===== src/rtl/swmp_out_fifo.sv =====
// Result buffer for the max pool block: a small register FIFO on the output channel.
// Drives the output valid and reports its fill level for input flow control.
// Depends on nothing outside this file.
module swmp_out_fifo #(
  parameter int DEPTH     = 4,
  parameter int DATA_BITS = 17
) (
  input  logic                         clk,
  input  logic                         rst,
  input  logic                         push,
  input  logic [DATA_BITS-1:0]         push_data,
  output logic                         out_valid,
  input  logic                         out_stall,
  output logic [DATA_BITS-1:0]         out_data,
  output logic [$clog2(DEPTH+1)-1:0]   count
);

  localparam int PTR_BITS = (DEPTH > 1) ? $clog2(DEPTH) : 1;

  logic [DATA_BITS-1:0] slots [DEPTH];
  logic [PTR_BITS-1:0]  wr_ptr;
  logic [PTR_BITS-1:0]  rd_ptr;
  logic                 pop;

  assign out_valid = (count != '0);
  assign pop       = out_valid && !out_stall;
  assign out_data  = slots[rd_ptr];

  // Storage; payload needs no reset.
  always_ff @(posedge clk) begin
    if (push) begin
      slots[wr_ptr] <= push_data;
    end
  end

  // Pointers and fill count.
  always_ff @(posedge clk) begin
    if (rst) begin
      wr_ptr <= '0;
      rd_ptr <= '0;
      count  <= '0;
    end else begin
      if (push) begin
        wr_ptr <= (wr_ptr == PTR_BITS'(DEPTH - 1)) ? '0 : wr_ptr + 1'b1;
      end
      if (pop) begin
        rd_ptr <= (rd_ptr == PTR_BITS'(DEPTH - 1)) ? '0 : rd_ptr + 1'b1;
      end
      if (push && !pop) begin
        count <= count + 1'b1;
      end else if (pop && !push) begin
        count <= count - 1'b1;
      end
    end
  end

endmodule


===== config.mk =====
export PLATFORM = sky130hd
export DESIGN_NAME = swmp_out_fifo
export DESIGN_NICKNAME = d
export VERILOG_FILES = /design/src/rtl/swmp_out_fifo.sv
export SDC_FILE = /design/constraint.sdc
export NUM_CORES = 1
export LEC_CHECK = 0
export BUFFER_PORTS_ARGS = -buffer_cell sky130_fd_sc_hd__buf_2
export CAP_MARGIN = 10
export CORE_ASPECT_RATIO = 1.25
export CORE_MARGIN = 10
export CORE_UTILIZATION = 56
export DETAILED_ROUTE_END_ITERATION = 8
export PLACE_DENSITY = 0.78
export SLEW_MARGIN = 20
export SYNTH_ARGS = -nofsm -noshare
export SYNTH_HDL_FRONTEND = slang
export SYNTH_SLANG_ARGS = --single-unit

===== constraint.sdc =====
create_clock -name clk -period 2.3 [get_ports clk]
set_clock_uncertainty 0.05 [all_clocks]
set_input_delay 0.46 -clock clk [delete_from_list [all_inputs] [get_ports clk]]
set_output_delay 0.46 -clock clk [all_outputs]
set_load 0.005 [all_outputs]

==> summary.md <==
| Metric | Value |
|---|---|
| Status | completed |
| Final hold viol count | 0 |
| Startpoint types | flop |
| Clk root buf | clkbuf_8 |
| Pwr Density | 921 nW/µm² |
| Die Width | 84.8 µm |
| Post-synthesis net count | 163 |
| Avg Inst Size Synth | 21.8 µm² |
| Hold WS | 289 ps |
| Clk slew on worst S/H paths | 70 ps |
| Clock Sinks | 77 |
| Top cells by area, synth | edfxtp_1 (69%), mux4_2 (7.7%), mux4_1 (6.3%), dfxtp_1 (6.1%), ha_1 (2.6%) |
| TritonCTS clock tree | yes |
| Layout cells sized above 1 | 0.381 |
| Cell taking the most area after synthesis | edfxtp_1 |
| Total Wirelength | 5180 µm |
| Cell Rows | 29 |
| Top delay family on crit path | simple AND/OR/NAND/NOR gates |
| Tightest Pin Transition | 366 ps |
| Aggregate global-route resource usage | 0.127 |
| Final Total Pwr | 3.13 mW |
| Yosys top cell area share | 0.695 |
| Maxcap violations | 0 |
| TritonCTS Buffers | 9 |
| Crit path largest cell delay | 380 ps |
| Area of the core | 5080 µm² |
| Worst-path cell chain | nor3_4 -> inv_2 -> nand2b_1 -> ha_2 -> inv_1 -> fa_1 -> xor2_1 -> or3_1 -> a21oi_2 |
| Leak | 1.23 nW |
| Fin crit period | 2180 ps |
| Post-DP HPWL | 3720 µm |
| Peak VDD IR | 0.500 mV |
| CP arrival | 2400 ps |
| Synthesized area | 2940 µm² |
| Starting density of the core | 0.579 |
| CP max FO | 4 |
| Wire length per cell | 20.2 µm |
| Endpoint type of the worst setup path | flop |
| ANT nets after route | 0 |
| WP data required | 2520 ps |
| Fin crit share | 0.948 |
| Seq/Total Area, Yosys | 0.756 |
| CP Class | reg -> reg |
| Largest net degree at the start of global routing | 18 |
| FMAX | 0.459 GHz |
| Synth unique cells | 22 |
| WP buf/inv | 2 |
| Filler cells | 353 |
| Slew HR | 0.756 |
| Setup Buffers After CTS | 0 |
| Vias in the first global route | 1622 |
| DRT Pass-1 Iters | 4 |
| # setup viols final | 0 |
| First-pass GRT wire length | 8140 µm |
| Max Transition Viols Final | 0 |
| IO Count | 42 |
| CTS H-Tree Depth | 3 |
| Clk buf depth | 2 |
| Nets | 218 |
| Skew-Pair Late Insertion Delay | 330 ps |
| Chip Height | 101 µm |
| GPL Wtd Cong | 0.698 |
| Avg Vias per Cell | 5.65 |
| Critical path's slowest cell | fa_1 |
| Starting DRT DRC Count | 133 |
| Hold_buf cts | 0 |
| IO buf count | 41 |
| Syn. warnings | 0 |
| Cells after Synth | 135 |
| Die area | 8560 µm² |
| Remaining Overflow, GRT | 0 |
| Routed vias | 1446 |
| FF+latch count, synth | 77 |
| N_diodes | 0 |
| Hold WC Path Type | in -> reg |
| Initial antenna violation count | 0 |
| DRC | 0 |
| Area Growth Syn to Fin | 15.7% |
## per-stage QoR
step / setup WS [ps] / TNS [ps] / cell area, µm² / util / instances
2_1_floorplan: 220 / 0 / 2940 / - / 135
3_3_place_gp: 216 / 0 / 3230 / 0.636 / 241
3_5_place_dp: -75.2 / -75.2 / 3230 / 0.636 / 241
4_1_cts: 32.1 / 0 / 3390 / 0.667 / 256
5_1_grt: -6.98 / -6.98 / 3400 / 0.669 / 256
6_report: 120 / 0 / 3400 / 0.669 / 256
## cells in the mapped netlist
cell,n
mux4_2,10
edfxtp_1,68
inv_1,5
and2_1,4
mux2i_1,2
nor3b_1,1
fa_1,1
nand2b_1,1
buf_12,1
o21ai_0,3
xor2_1,2
buf_2,2
ha_1,6
dfxtp_1,9
or4_1,1
nor3_1,1
buf_6,1
mux4_1,7
or3_1,1
nand3b_1,1
nor2_1,4
a21oi_1,4
## sequential cells by signal, summed over array words and instances, names as in the netlist, named ones only
register,flops
count,3
rd_ptr,2
slots,68
wr_ptr,2
## cells in the final DEF (no fill, tap or decap), drive strengths merged, types with 2 or more instances in the layout
cell type / synthesis / routed
edfxtp: 68 / 68
buf: 4 / 48
mux4: 17 / 17
clkbuf: 0 / 12
dfxtp: 9 / 9
ha: 6 / 6
inv: 5 / 5
and2: 4 / 4
nor2: 4 / 4
a21oi: 4 / 4
o21ai: 3 / 3
clkinv: 0 / 3
mux2i: 2 / 2
xor2: 2 / 2
## final timing paths
path           startpoint     endpoint  slack (ps)  cells past startpoint
max              count[2]     count[2]         120                      9
min          push_data[3]  slots[0][3]         290                      1
max reg2reg      count[2]     count[2]         120                      9
min reg2reg     rd_ptr[1]    rd_ptr[1]         500                      2
## per-layer routing
layer | wire length [µm] | track usage | share of wire
met1 | 1930 | 0.122 | 0.37
met2 | 2850 | 0.234 | 0.55
met3 | 306 | 0.0526 | 0.059
met4 | 92 | 0.0482 | 0.018
met5 | 0 | 0 | 0
## what timing repair did
action / CTS / global route
setup endpoints to repair: 1 / 1
cloned: 0 / 0
resized for setup: 1 / 5
pin swaps: 0 / 1
## report_power, final
group | switching, mW | leakage (nW) | internal [mW]
sequential | 0.0564 | 0.699 | 1.61
clock | 0.415 | 0.0776 | 0.379
combinational | 0.315 | 0.450 | 0.354
## area by class of cell
cell class | count | area [µm²] | area share
clock inverter | 3 | 13.8 | 0.00405
tap | 62 | 77.6 | 0.0228
sequential | 77 | 2220 | 0.654
multi-input combinational | 49 | 674 | 0.198
inverter | 5 | 18.8 | 0.00552
timing repair buffer | 48 | 258 | 0.0758
clock buffer | 12 | 135 | 0.0397
## kinds of logic after synthesis
logic type / after synthesis / share of synthesized area
DFF: 77 / 0.756
xor gates and xnor gates: 2 / 0.00596
muxes: 19 / 0.146
AOI/OAI and AO/OA: 7 / 0.0119
adders and majority gates: 7 / 0.0324
and+or+nand+nor: 14 / 0.0272
buffers and inverters: 9 / 0.0204
Power figures use the tool's default switching activity.
